--- src/design/cckb_pkg.sv ---
// shared types and constants of the clipped color-key blitter for 4-bit pixels
// no dependencies; imported by every module of the block
`default_nettype none

package cckb_pkg;

    // fixed field widths
    localparam int CFG_W       = 11;
    localparam int CIDX_W      = 3;
    localparam int ADDR_W      = 19;
    localparam int SRC_TDATA_W = 8;
    localparam int DST_TDATA_W = 32;
    localparam int POS_W       = 13;

    // default size limits
    localparam int MAX_WIDTH_DEF  = 1024;
    localparam int MAX_HEIGHT_DEF = 1024;

    // transparent key and nibble enable codes
    localparam logic [3:0] KEY_PIXEL = 4'hd;
    localparam logic [1:0] EN_LOW    = 2'b01;
    localparam logic [1:0] EN_HIGH   = 2'b10;

    // register indexes
    typedef enum logic [CIDX_W-1:0] {
        REG_DEST_WIDTH  = 3'd0,
        REG_DEST_HEIGHT = 3'd1,
        REG_SRC_WIDTH   = 3'd2,
        REG_SRC_HEIGHT  = 3'd3,
        REG_POS_X       = 3'd4,
        REG_POS_Y       = 3'd5
    } t_reg_idx;

    // active configuration with derived row strides in bytes
    typedef struct packed {
        logic [CFG_W-1:0]        dest_width;
        logic [CFG_W-1:0]        dest_height;
        logic [CFG_W-1:0]        src_width;
        logic [CFG_W-1:0]        src_height;
        logic signed [CFG_W-1:0] pos_x;
        logic signed [CFG_W-1:0] pos_y;
        logic [CFG_W-1:0]        dest_stride;
        logic [CFG_W-1:0]        src_stride;
    } t_cfg;

    // one source word with its row already resolved
    typedef struct packed {
        logic [7:0]        src_byte;
        logic [CFG_W-1:0]  col;
        logic              row_ok;
        logic [ADDR_W-1:0] row_base;
    } t_item;

    // one destination write
    typedef struct packed {
        logic [ADDR_W-1:0] addr;
        logic [7:0]        data;
        logic [1:0]        en;
        logic              last;
    } t_wr;

endpackage

`default_nettype wire

--- src/design/cckb_cfg.sv ---
// configuration registers with size clamping and row stride derivation
// depends on cckb_pkg
`default_nettype none

module cckb_cfg #(
    parameter int MAX_WIDTH  = cckb_pkg::MAX_WIDTH_DEF,
    parameter int MAX_HEIGHT = cckb_pkg::MAX_HEIGHT_DEF
) (
    input  wire logic                         i_clk,
    input  wire logic                         i_rst_n,
    input  wire logic                         i_cfg_we,
    input  wire logic [cckb_pkg::CIDX_W-1:0]  i_cfg_index,
    input  wire logic [cckb_pkg::CFG_W-1:0]   i_cfg_wdata,
    output cckb_pkg::t_cfg                    o_cfg
);
    import cckb_pkg::*;

    // limits as register values; an 11-bit value never exceeds 2047
    localparam logic [CFG_W-1:0] W_LIM =
        (MAX_WIDTH > 2047) ? {CFG_W{1'b1}} : CFG_W'(MAX_WIDTH);
    localparam logic [CFG_W-1:0] H_LIM =
        (MAX_HEIGHT > 2047) ? {CFG_W{1'b1}} : CFG_W'(MAX_HEIGHT);

    logic [CFG_W-1:0] r_dest_width, r_dest_height, r_src_width, r_src_height;
    logic [CFG_W-1:0] r_pos_x, r_pos_y;

    function automatic logic [CFG_W-1:0] clamp_size(input logic [CFG_W-1:0] x,
                                                    input logic [CFG_W-1:0] lim);
        logic [CFG_W-1:0] y;
        if (x == '0) begin
            y = CFG_W'(1);
        end else if (x > lim) begin
            y = lim;
        end else begin
            y = x;
        end
        return y;
    endfunction

    // padded stride: 4 bytes per 8 pixels
    function automatic logic [CFG_W-1:0] stride_of(input logic [CFG_W-1:0] w);
        logic [CFG_W:0] s;
        s = (CFG_W+1)'(w) + (CFG_W+1)'(7);
        return {s[CFG_W:3], 2'b00};
    endfunction

    // register writes
    always_ff @(posedge i_clk) begin
        if (!i_rst_n) begin
            r_dest_width  <= CFG_W'(1);
            r_dest_height <= CFG_W'(1);
            r_src_width   <= CFG_W'(1);
            r_src_height  <= CFG_W'(1);
            r_pos_x       <= '0;
            r_pos_y       <= '0;
        end else if (i_cfg_we) begin
            unique case (i_cfg_index)
                REG_DEST_WIDTH:  r_dest_width  <= clamp_size(i_cfg_wdata, W_LIM);
                REG_DEST_HEIGHT: r_dest_height <= clamp_size(i_cfg_wdata, H_LIM);
                REG_SRC_WIDTH:   r_src_width   <= clamp_size(i_cfg_wdata, W_LIM);
                REG_SRC_HEIGHT:  r_src_height  <= clamp_size(i_cfg_wdata, H_LIM);
                REG_POS_X:       r_pos_x       <= i_cfg_wdata;
                REG_POS_Y:       r_pos_y       <= i_cfg_wdata;
                default: ;
            endcase
        end
    end

    // outputs
    always_comb begin
        o_cfg.dest_width  = r_dest_width;
        o_cfg.dest_height = r_dest_height;
        o_cfg.src_width   = r_src_width;
        o_cfg.src_height  = r_src_height;
        o_cfg.pos_x       = r_pos_x;
        o_cfg.pos_y       = r_pos_y;
        o_cfg.dest_stride = stride_of(r_dest_width);
        o_cfg.src_stride  = stride_of(r_src_width);
    end

endmodule

`default_nettype wire

--- src/design/cckb_walk.sv ---
// source position counters, row clipping and the input word register
// depends on cckb_pkg
`default_nettype none

module cckb_walk #(
    parameter int MAX_WIDTH  = cckb_pkg::MAX_WIDTH_DEF,
    parameter int MAX_HEIGHT = cckb_pkg::MAX_HEIGHT_DEF
) (
    input  wire logic                              i_clk,
    input  wire logic                              i_rst_n,
    input  wire cckb_pkg::t_cfg                    i_cfg,
    input  wire logic                              i_valid,
    input  wire logic [7:0]                        i_byte,
    input  wire logic                              i_first,
    output logic                                   o_ready,
    input  wire logic                              i_advance,
    output logic                                   o_valid,
    output cckb_pkg::t_item                        o_item
);
    import cckb_pkg::*;

    // counter ranges follow from the size limits, capped at what 11 bits can hold
    localparam int W_EFF = (MAX_WIDTH > 2047) ? 2047 : MAX_WIDTH;
    localparam int H_EFF = (MAX_HEIGHT > 2047) ? 2047 : MAX_HEIGHT;
    localparam int SMAX  = ((4 * W_EFF + 31) >> 5) << 2;
    localparam int BIR_W = $clog2(SMAX);
    localparam int RW    = $clog2(H_EFF);
    localparam int CW1   = CFG_W + 1;

    logic             r_v;
    logic [BIR_W-1:0] r_bir;
    logic [RW-1:0]    r_row;
    t_item            r_item;

    logic             accept;
    logic [BIR_W-1:0] eff_bir;
    logic [RW-1:0]    eff_row;
    logic             bir_wrap, row_wrap;
    logic signed [POS_W-1:0] dy;
    logic             row_ok;
    logic [2*CFG_W-1:0] prod;
    t_item            n_item;

    assign o_ready = !r_v || i_advance;
    assign accept  = i_valid && o_ready;
    assign o_valid = r_v;
    assign o_item  = r_item;

    // position of this word, restarted by a first-of-image flag
    always_comb begin
        eff_bir  = i_first ? '0 : r_bir;
        eff_row  = i_first ? '0 : r_row;
        bir_wrap = (CW1'(eff_bir) + CW1'(1)) >= CW1'(i_cfg.src_stride);
        row_wrap = (CW1'(eff_row) + CW1'(1)) >= CW1'(i_cfg.src_height);
    end

    // destination row and its byte offset
    always_comb begin
        dy = $signed({{(POS_W-CFG_W){i_cfg.pos_y[CFG_W-1]}}, i_cfg.pos_y})
             + $signed(POS_W'(eff_row));
        row_ok = (CW1'(eff_row) < CW1'(i_cfg.src_height)) && !dy[POS_W-1]
                 && ((POS_W-1)'(dy[POS_W-2:0]) < (POS_W-1)'(i_cfg.dest_height));
        prod = (2*CFG_W)'(dy[CFG_W-1:0]) * (2*CFG_W)'(i_cfg.dest_stride);
        n_item.src_byte = i_byte;
        n_item.col      = CFG_W'({eff_bir, 1'b0});
        n_item.row_ok   = row_ok;
        n_item.row_base = row_ok ? prod[ADDR_W-1:0] : '0;
    end

    // counters and word valid
    always_ff @(posedge i_clk) begin
        if (!i_rst_n) begin
            r_v   <= 1'b0;
            r_bir <= '0;
            r_row <= '0;
        end else begin
            if (accept) begin
                r_v <= 1'b1;
                if (bir_wrap) begin
                    r_bir <= '0;
                    r_row <= row_wrap ? '0 : eff_row + RW'(1);
                end else begin
                    r_bir <= eff_bir + BIR_W'(1);
                    r_row <= eff_row;
                end
            end else if (i_advance) begin
                r_v <= 1'b0;
            end
        end
    end

    // word payload
    always_ff @(posedge i_clk) begin
        if (accept) begin
            r_item <= n_item;
        end
    end

endmodule

`default_nettype wire

--- src/design/cckb_pix.sv ---
// per-pixel column clipping, color key test and write formation
// depends on cckb_pkg
`default_nettype none

module cckb_pix (
    input  wire cckb_pkg::t_cfg   i_cfg,
    input  wire cckb_pkg::t_item  i_item,
    output cckb_pkg::t_wr         o_w0,
    output cckb_pkg::t_wr         o_w1,
    output logic [1:0]            o_cnt
);
    import cckb_pkg::*;

    logic [3:0]              pix0, pix1;
    logic [CFG_W-1:0]        c0, c1;
    logic signed [POS_W-1:0] dx0, dx1, dxs;
    logic                    ok0, ok1;
    logic [ADDR_W-1:0]       a0, a1, as;
    t_wr                     wa, wb;

    function automatic logic col_ok(input logic [CFG_W-1:0] c,
                                    input logic signed [POS_W-1:0] dx,
                                    input logic [3:0] p,
                                    input t_cfg cfg,
                                    input logic row_ok);
        return row_ok && (c < cfg.src_width) && !dx[POS_W-1]
               && ((POS_W-1)'(dx[POS_W-2:0]) < (POS_W-1)'(cfg.dest_width))
               && (p != KEY_PIXEL);
    endfunction

    // left and right pixel positions
    always_comb begin
        pix0 = i_item.src_byte[7:4];
        pix1 = i_item.src_byte[3:0];
        c0   = i_item.col;
        c1   = i_item.col | CFG_W'(1);
        dx0  = $signed({{(POS_W-CFG_W){i_cfg.pos_x[CFG_W-1]}}, i_cfg.pos_x})
               + $signed(POS_W'(c0));
        dx1  = dx0 + POS_W'(1);
        ok0  = col_ok(c0, dx0, pix0, i_cfg, i_item.row_ok);
        ok1  = col_ok(c1, dx1, pix1, i_cfg, i_item.row_ok);
        a0   = i_item.row_base + ADDR_W'(dx0[POS_W-2:1]);
        a1   = i_item.row_base + ADDR_W'(dx1[POS_W-2:1]);
        dxs  = ok0 ? dx0 : dx1;
        as   = i_item.row_base + ADDR_W'(dxs[POS_W-2:1]);
    end

    // odd alignment: each pixel lands in its own byte
    always_comb begin
        wa.addr = a0;
        wa.data = {4'h0, pix0};
        wa.en   = EN_LOW;
        wa.last = 1'b1;
        wb.addr = a1;
        wb.data = {pix1, 4'h0};
        wb.en   = EN_HIGH;
        wb.last = 1'b1;
    end

    // select writes by alignment
    always_comb begin
        o_w0 = wa;
        o_w1 = wb;
        o_cnt = 2'd0;
        if (!i_cfg.pos_x[0]) begin
            // even alignment: both pixels merge into one byte
            o_w0.addr = as;
            o_w0.data = {ok0 ? pix0 : 4'h0, ok1 ? pix1 : 4'h0};
            o_w0.en   = {ok0, ok1};
            o_w0.last = 1'b1;
            o_cnt     = (ok0 || ok1) ? 2'd1 : 2'd0;
        end else begin
            priority if (ok0 && ok1) begin
                o_w0.last = 1'b0;
                o_cnt     = 2'd2;
            end else if (ok0) begin
                o_cnt = 2'd1;
            end else if (ok1) begin
                o_w0  = wb;
                o_cnt = 2'd1;
            end else begin
                o_cnt = 2'd0;
            end
        end
    end

endmodule

`default_nettype wire

--- src/design/cckb_outq.sv ---
// two-entry result queue that hands destination writes out one word a cycle while m_axis is ready
// depends on cckb_pkg
`default_nettype none

module cckb_outq (
    input  wire logic           i_clk,
    input  wire logic           i_rst_n,
    input  wire logic           i_load,
    input  wire cckb_pkg::t_wr  i_w0,
    input  wire cckb_pkg::t_wr  i_w1,
    input  wire logic [1:0]     i_cnt,
    output logic                o_can_load,
    output logic                o_valid,
    input  wire logic           i_ready,
    output cckb_pkg::t_wr       o_word
);
    import cckb_pkg::*;

    logic [1:0] r_cnt;
    t_wr        r_q0, r_q1;
    logic       fire, load;

    assign o_valid    = (r_cnt != 2'd0);
    assign o_word     = r_q0;
    assign fire       = o_valid && i_ready;
    assign o_can_load = (r_cnt == 2'd0) || ((r_cnt == 2'd1) && i_ready);
    assign load       = i_load && o_can_load;

    // occupancy
    always_ff @(posedge i_clk) begin
        if (!i_rst_n) begin
            r_cnt <= 2'd0;
        end else if (load) begin
            r_cnt <= i_cnt;
        end else if (fire) begin
            r_cnt <= r_cnt - 2'd1;
        end
    end

    // entries
    always_ff @(posedge i_clk) begin
        if (load) begin
            r_q0 <= i_w0;
            r_q1 <= i_w1;
        end else if (fire) begin
            r_q0 <= r_q1;
        end
    end

endmodule

`default_nettype wire

--- src/design/clipped_color_key_blit_4bpp_unit.sv ---
// top level of the clipped color-key blitter for packed 4-bit pixels
// depends on cckb_pkg, cckb_cfg, cckb_walk, cckb_pix, cckb_outq
//
//  channel   | direction | handshake            | payload
//  s_axis    | in        | tvalid / tready      | tdata[7:0] source byte, tuser first of image
//  m_axis    | out       | tvalid / tready      | tdata address, data, enables; tlast
//  cfg       | in        | we, no back-pressure | index, wdata
//
// a source word is taken every cycle while the result queue keeps up; a word that
// gives two writes (odd pos_x, both pixels drawn) holds the next word back until
// its second write is leaving, since the single destination write port sends one write
// at a time. a write passes the input register and then the result queue before it
// is offered on m_axis.
// synchronous active-low reset clears the counters, the queue occupancy and the configuration registers to their
// reset values; a stalled m_axis holds its word and backs up into s_axis.
`default_nettype none

module clipped_color_key_blit_4bpp_unit #(
    parameter int MAX_WIDTH  = cckb_pkg::MAX_WIDTH_DEF,
    parameter int MAX_HEIGHT = cckb_pkg::MAX_HEIGHT_DEF
) (
    input  wire logic                               i_clk,
    input  wire logic                               i_rst_n,
    // configuration
    input  wire logic                               i_cfg_we,
    input  wire logic [cckb_pkg::CIDX_W-1:0]        i_cfg_index,
    input  wire logic [cckb_pkg::CFG_W-1:0]         i_cfg_wdata,
    // source stream
    input  wire logic                               i_s_axis_tvalid,
    output logic                                    o_s_axis_tready,
    input  wire logic [cckb_pkg::SRC_TDATA_W-1:0]   i_s_axis_tdata,  // [7:0] source_byte
    input  wire logic                               i_s_axis_tuser,  // [0] first_of_image
    // destination writes
    output logic                                    o_m_axis_tvalid,
    input  wire logic                               i_m_axis_tready,
    // [18:0] dest_address, [26:19] write_data, [28:27] nibble_enable, [31:29] zero
    output logic [cckb_pkg::DST_TDATA_W-1:0]        o_m_axis_tdata,
    output logic                                    o_m_axis_tlast   // last_of_run
);
    import cckb_pkg::*;

    t_cfg       cfg;
    t_item      item;
    logic       item_v;
    logic       can_load;
    t_wr        w0, w1, word;
    logic [1:0] wcnt;

    // configuration registers
    cckb_cfg #(
        .MAX_WIDTH  (MAX_WIDTH),
        .MAX_HEIGHT (MAX_HEIGHT)
    ) u_cfg (
        .i_clk       (i_clk),
        .i_rst_n     (i_rst_n),
        .i_cfg_we    (i_cfg_we),
        .i_cfg_index (i_cfg_index),
        .i_cfg_wdata (i_cfg_wdata),
        .o_cfg       (cfg)
    );

    // source walk and input register
    cckb_walk #(
        .MAX_WIDTH  (MAX_WIDTH),
        .MAX_HEIGHT (MAX_HEIGHT)
    ) u_walk (
        .i_clk     (i_clk),
        .i_rst_n   (i_rst_n),
        .i_cfg     (cfg),
        .i_valid   (i_s_axis_tvalid),
        .i_byte    (i_s_axis_tdata[7:0]),
        .i_first   (i_s_axis_tuser),
        .o_ready   (o_s_axis_tready),
        .i_advance (can_load),
        .o_valid   (item_v),
        .o_item    (item)
    );

    // pixel tests and write formation
    cckb_pix u_pix (
        .i_cfg  (cfg),
        .i_item (item),
        .o_w0   (w0),
        .o_w1   (w1),
        .o_cnt  (wcnt)
    );

    // result queue
    cckb_outq u_outq (
        .i_clk      (i_clk),
        .i_rst_n    (i_rst_n),
        .i_load     (item_v),
        .i_w0       (w0),
        .i_w1       (w1),
        .i_cnt      (wcnt),
        .o_can_load (can_load),
        .o_valid    (o_m_axis_tvalid),
        .i_ready    (i_m_axis_tready),
        .o_word     (word)
    );

    // output packing
    assign o_m_axis_tdata = {(DST_TDATA_W-ADDR_W-10)'(0), word.en, word.data, word.addr};
    assign o_m_axis_tlast = word.last;

endmodule

`default_nettype wire

--- config.mk ---
export PLATFORM = sky130hd
export DESIGN_NAME = clipped_color_key_blit_4bpp_unit
export DESIGN_NICKNAME = d
export VERILOG_FILES = /design/src/design/cckb_pkg.sv /design/src/design/cckb_cfg.sv /design/src/design/cckb_walk.sv /design/src/design/cckb_pix.sv /design/src/design/cckb_outq.sv /design/src/design/clipped_color_key_blit_4bpp_unit.sv
export SDC_FILE = /design/constraint.sdc
export NUM_CORES = 1
export LEC_CHECK = 0
export BUFFER_PORTS_ARGS = -buffer_cell sky130_fd_sc_hd__buf_2
export CORE_MARGIN = 2
export CORE_UTILIZATION = 39
export DETAILED_ROUTE_END_ITERATION = 10
export PLACE_DENSITY = 0.64
export SLEW_MARGIN = 10
export SYNTH_ARGS = -nofsm -noshare
export SYNTH_HDL_FRONTEND = slang
export SYNTH_SLANG_ARGS = --single-unit
--- constraint.sdc ---
create_clock -name i_clk -period 17.35 [get_ports i_clk]
set_input_delay 2.6025 -clock i_clk [delete_from_list [all_inputs] [get_ports i_clk]]
set_output_delay 2.6025 -clock i_clk [all_outputs]
set_load 0.02 [all_outputs]
# After elaboration in Yosys (flattened, before gate mapping)
# Cells that the tools add are included.
# totals
regBits,178
inputBits,28
output_inout_bits,35
wordCells,112
# op_classes
add_sub_neg,13
multipliers,1
magnitude_cmp,9
n_eq_ne,8
muxes,26
reduce_logical,34
# ops
operator,n
$mux 30,5
$add 19x11->19,3
$lt 12x11->1,3
$lt 10x11->1,3
$mux 10,3
$mux 29,1
$add 11x11->12,2
$add 11x3->12 const B,2
$ge 12x11->1,2
$mux 11,2
$mux 9,2
$mul 11x9->17,1
$logic_and 1x1->1,15
$add 12x2->13 const B,1
$mux 12,1
$reduce_and 2->1,6
$add 10x1->11 const B,1
$gt 11x11->1 const B,1
$logic_not 11->1,1
$add 10x1->10 const B,1
$add 9x1->10 const B,1
$add 9x1->9 const B,1
$mux 2,4
$mux 4,2
other kinds (12),27

# Longest topological paths before layout
# logic_depth
depth_word,11
depth_mapped,35
ltp_nobuf,31

# Cells and area by module
# A second synthesis with hierarchy kept.
# unflattened
cells_unflattened,1898
hier_area_um2,17257.8
# by_module_without_submodules
mod,n_inst,cells_each,area_each_um2,seq_area_each_um2
cckb_walk,1,868,7674.9,1511.4
cckb_pix,1,548,4067.7,0.0
cckb_cfg,1,364,3000.4,1321.3
cckb_outq,1,114,2488.6,1841.8
clipped_color_key_blit_4bpp_unit,1,4,26.3,0.0

# Worst setup path before layout
# Ideal clock, no wire load.
# synth_timing
path_kind,input to register
startpoint,input port i_s_axis_tuser
endpoint,"register u_walk.r_item, in the netlist u_walk.o_item[18] (data pin)"
setup_ns,0.140
arrival_time_ns,9.245
required_time_ns,17.210
setup_slack_ns,7.965
stages,32
n_path_buf,3
path_cell_list,clkbuf_1 > clkbuf_1 > clkbuf_1 > nor2b_1 > ha_1 > inv_1 > fa_1 > nor2b_1 > o21ai_0 > a21boi_0 > o21ai_0 > nor2b_1 > xnor2_1 > nand2_1 > fa_1 > fa_1 > inv_1 > ha_1 > inv_1 > fa_1 > inv_1 > ha_1 > nor2b_1 > o21ai_0 > a21boi_0 > o21ai_0 > nand2b_1 > a21o_1 > a41o_1 > o41ai_1 > xnor3_1 > nor2_1
# synth_between
elab_chain_cells,5
word_cells_on_any_way,8
cone_classes,add/sub (1); mul (1); order compare (2); mux (1); reduce/logical (3)
# synth_rtl
item,line,text
"start, declared",clipped_color_key_blit_4bpp_unit.sv:32,"input wire logic i_s_axis_tuser,"
$mux 10 *,cckb_walk.sv:52,eff_row = i_first ? '0 : r_row;
"parallel branches: the longest is 4 deep, another holds $mul 11x9->17",-,
"end signal, assigned",cckb_walk.sv:95,r_item <= n_item;
"end, declared",cckb_walk.sv:33,t_item r_item;
# Mark *: on every way between the ends.
# A chain may end at the register's enable or synchronous reset.

# Worst setup path in the final report
# Ends and elaborated chain as after synthesis.

==> results.txt <==
worst vdd ir: 0.0748 mV
Synth Register Bits: 176
vias in the first global route: 11300
Final nets: 1958
clock sink total: 176
chip width: 199 µm
Hold Path Class: flop to flop
DRT iter0 DRCs: 848
Site Rows: 71
pin count of the biggest net entering global routing: 90
post-synthesis simple-gate area fraction: 0.192
r2r setup slk: 9.92 ns
post-DP HPWL: 26900 µm
Yosys top cell area share: 0.178
Worst Setup Path Type: input pin to flop
Final Hold Fails: 0
postcts setup bufs: 0
H-tree levels: 4
Worst Clk Skew: 0.0216 ns
Synth Warn #: 0
Hold Path Depth: 2
critical path required time: 17.66 ns
Slew HR: 0.230
chip height: 199 µm
share of cells above drive strength 1: 0.0755
EDFF count, synth: 88
initial antenna violation count: 1
Hold Slack: 0.464 ns
leakage: 6.59 nW
TritonCTS clock tree: yes
number of vias per cell: 5.15
crit path DAT: 9.75 ns
Die ar.: 39600 µm²
I/O pins: 63
sequential area share after synthesis: 0.297
# setup viols final: 0
Main synth FF type: edfxtp_1
Endpoint, Worst Hold: u_cfg.r_dest_height[8]
Area Growth Syn to Fin: 9.06%
mux cell area share after synthesis: 0.00861
reg-to-reg startpoint: u_walk.r_row[0]
Post-synth top cells: nand2_1, inv_1, ha_1
hold bufs inserted after CTS: 0
Final Worst Setup Slack: 7.91 ns
grt total ovfl: 0
largest cells by area after synthesis: edfxtp_1, ha_1, dfxtp_1
RSZ-0062 raised after global routing: false
largest area contributor in the netlist: edfxtp_1
drt first pass iters: 7
Achievable Freq: 106 MHz
Syn Area/Cell: 8.84 µm²
Fillers: 3700
pre-CTS setup slack: 7.45 ns
antenna-violating nets left: 0
I/O Buffers: 59
Placed Instance Area: 15600 µm²
Setup crit end kind: flop
master of the slowest instance on the critical path: xnor2_1
starting density of the core: 0.395
xor/xnor cell area share of the yosys netlist: 0.0635
TNS Setup: 0 ns
reg2reg end: u_walk.o_item[18]
Clock Path Buffers: 2
Synth Area in Compound Gates: 0.158
via count: 11500
largest family of logic cells by synthesized area: adder cells
Final Wtd Congestion: 0.867
CP Launch Type: input pin
insertion delay to the later sink of the worst-skew pair: 0.46 ns
Final Cycle Share: 0.544
area of the core: 37600 µm²
WL final: 34700 µm
cell depth of the worst flop-to-flop path: 29
PD cells: 71.8 nW/µm²
WL per Instance: 15.5 µm
Pwr Total: 1.16 mW
top-count cell post-synth: nand2_1
Reg clk slew, reported paths: 0.07 ns
TritonCTS buffer count: 17
Pins Over Slew Limit: 0
Residual DRC: 0
GRT Util Overall: 0.186
maxcap violations: 0
synthesized area: 14800 µm²
CP max FO: 28
first-pass GRT wire length: 58400 µm
Root Buffer: clkbuf_16
# resized after CTS: 0
crit-path max cell delay: 0.62 ns
fraction of registers with async set/reset: 0
Final Instance Area: 16200 µm²
Mapped Cells: 1677
status: finished, final reports clean
Period minus WS final: 9.44 ns
Worst Min Path Start: u_cfg.r_dest_height[8]
Adder-Cell Fraction of Synth Area: 0.220
Unique masters post-synth: 85
Slew @ Worst Pin: 1.15 ns
==> worst max-delay path, delay by kind of cell <==
family,cells,cell delay (ns)
xor+xnor,2,1.06
simple gates,7,1.16
buf+inv,5,0.46
fa+ha+maj,7,2.76
compound gates,9,1.72
==> report_power, final <==
group | internal [mW] | switching (mW) | leakage [nW] | total (mW)
clock | 0.197 | 0.190 | 0.287 | 0.386
sequential | 0.482 | 0.0182 | 1.57 | 0.500
combinational | 0.0998 | 0.174 | 4.73 | 0.274
==> metrics by stage <==
stage / std cells / util
after global placement: 2201 / 0.415
final: 2235 / 0.430
after floorplan: 1679 / -
after detailed placement: 2201 / 0.415
after global routing: 2233 / 0.430
after CTS: 2233 / 0.430
==> worst max path at each step <==
stage / slack [ns] / startpoint / endpoint
after CTS: 7.91 / i_s_axis_tuser / u_walk.o_item[18]
after floorplan: 7.97 / i_s_axis_tuser / u_walk.o_item[18]
after global placement: 7.59 / i_s_axis_tuser / u_walk.o_item[18]
final: 7.91 / i_s_axis_tuser / u_walk.o_item[18]
after detailed placement: 7.45 / i_s_axis_tuser / u_walk.o_item[18]
after global routing: 7.15 / i_s_axis_tuser / u_walk.o_item[18]
==> area by class of cell <==
| class | count | area, µm² | area share |
|---|---|---|---|
| inverters | 176 | 661 | 0.0409 |
| repair buffers | 66 | 348 | 0.0215 |
| flip-flops and latches | 176 | 4400 | 0.272 |
| clock inverters | 13 | 131 | 0.00812 |
| diodes | 2 | 5.00 | 0.000309 |
| multi-input cells | 1272 | 9540 | 0.590 |
| well taps | 511 | 639 | 0.0395 |
| clock buffers | 19 | 443 | 0.0274 |
==> layout by cell type (no fill, tap or decap), drive strengths merged, types with 4 or more instances in the layout <==
cell    synthesis  routed
nand2         251     251
nor2          121     121
nor3b           4       4
a211oi          8       8
mux2i           7       7
o31a            4       4
o21ai          63      63
a21boi         75      75
xnor2          66      66
a31oi          10      10
nor3           27      27
and3           12      12
nand4b          4       4
nor2b          62      62
ha            154     154
dfxtp          88      88
a21o           27      27
nand2b         20      20
o21a            8       8
nand3          43      43
nand4          10      10
a31o            4       4
fa             67      67
nor4            8       8
clkbuf         47      19
a211o           6       6
buf             8      66
edfxtp         88      88
mux2            4       4
inv           176     188
o21bai         10      10
or2             5       5
xor2           38      38
o211ai         13      13
and2           19      19
a221oi          5       5
a22oi          12      12
a21oi          61      61
==> kinds of logic after synthesis <==
group,after synthesis
AOI/OAI and AO/OA,335
xor gates and xnor gates,105
adders and majority gates,221
buffers and inverters,231
DFF,176
muxes,11
other,1
and+or+nand+nor,597
==> flip-flops by register name (all words and copies together) (netlist names) <==
register,cells
u_walk.r_row,10
u_cfg.r_src_height,11
u_outq.o_word,30
u_walk.o_item,35
u_walk.o_valid,1
u_outq.r_q1,23
u_cfg.r_dest_width,11
u_outq.r_cnt,2
u_cfg.r_pos_x,11
u_walk.r_bir,9
u_cfg.r_dest_height,11
u_cfg.r_src_width,11
u_cfg.r_pos_y,11
==> routing by layer <==
layer | GRT usage | part of all wire
met5 | 0 | 0
met4 | 0.0531 | 0.019
met3 | 0.0244 | 0.043
met2 | 0.313 | 0.47
met1 | 0.250 | 0.47
(Power assumes the default switching activity.)
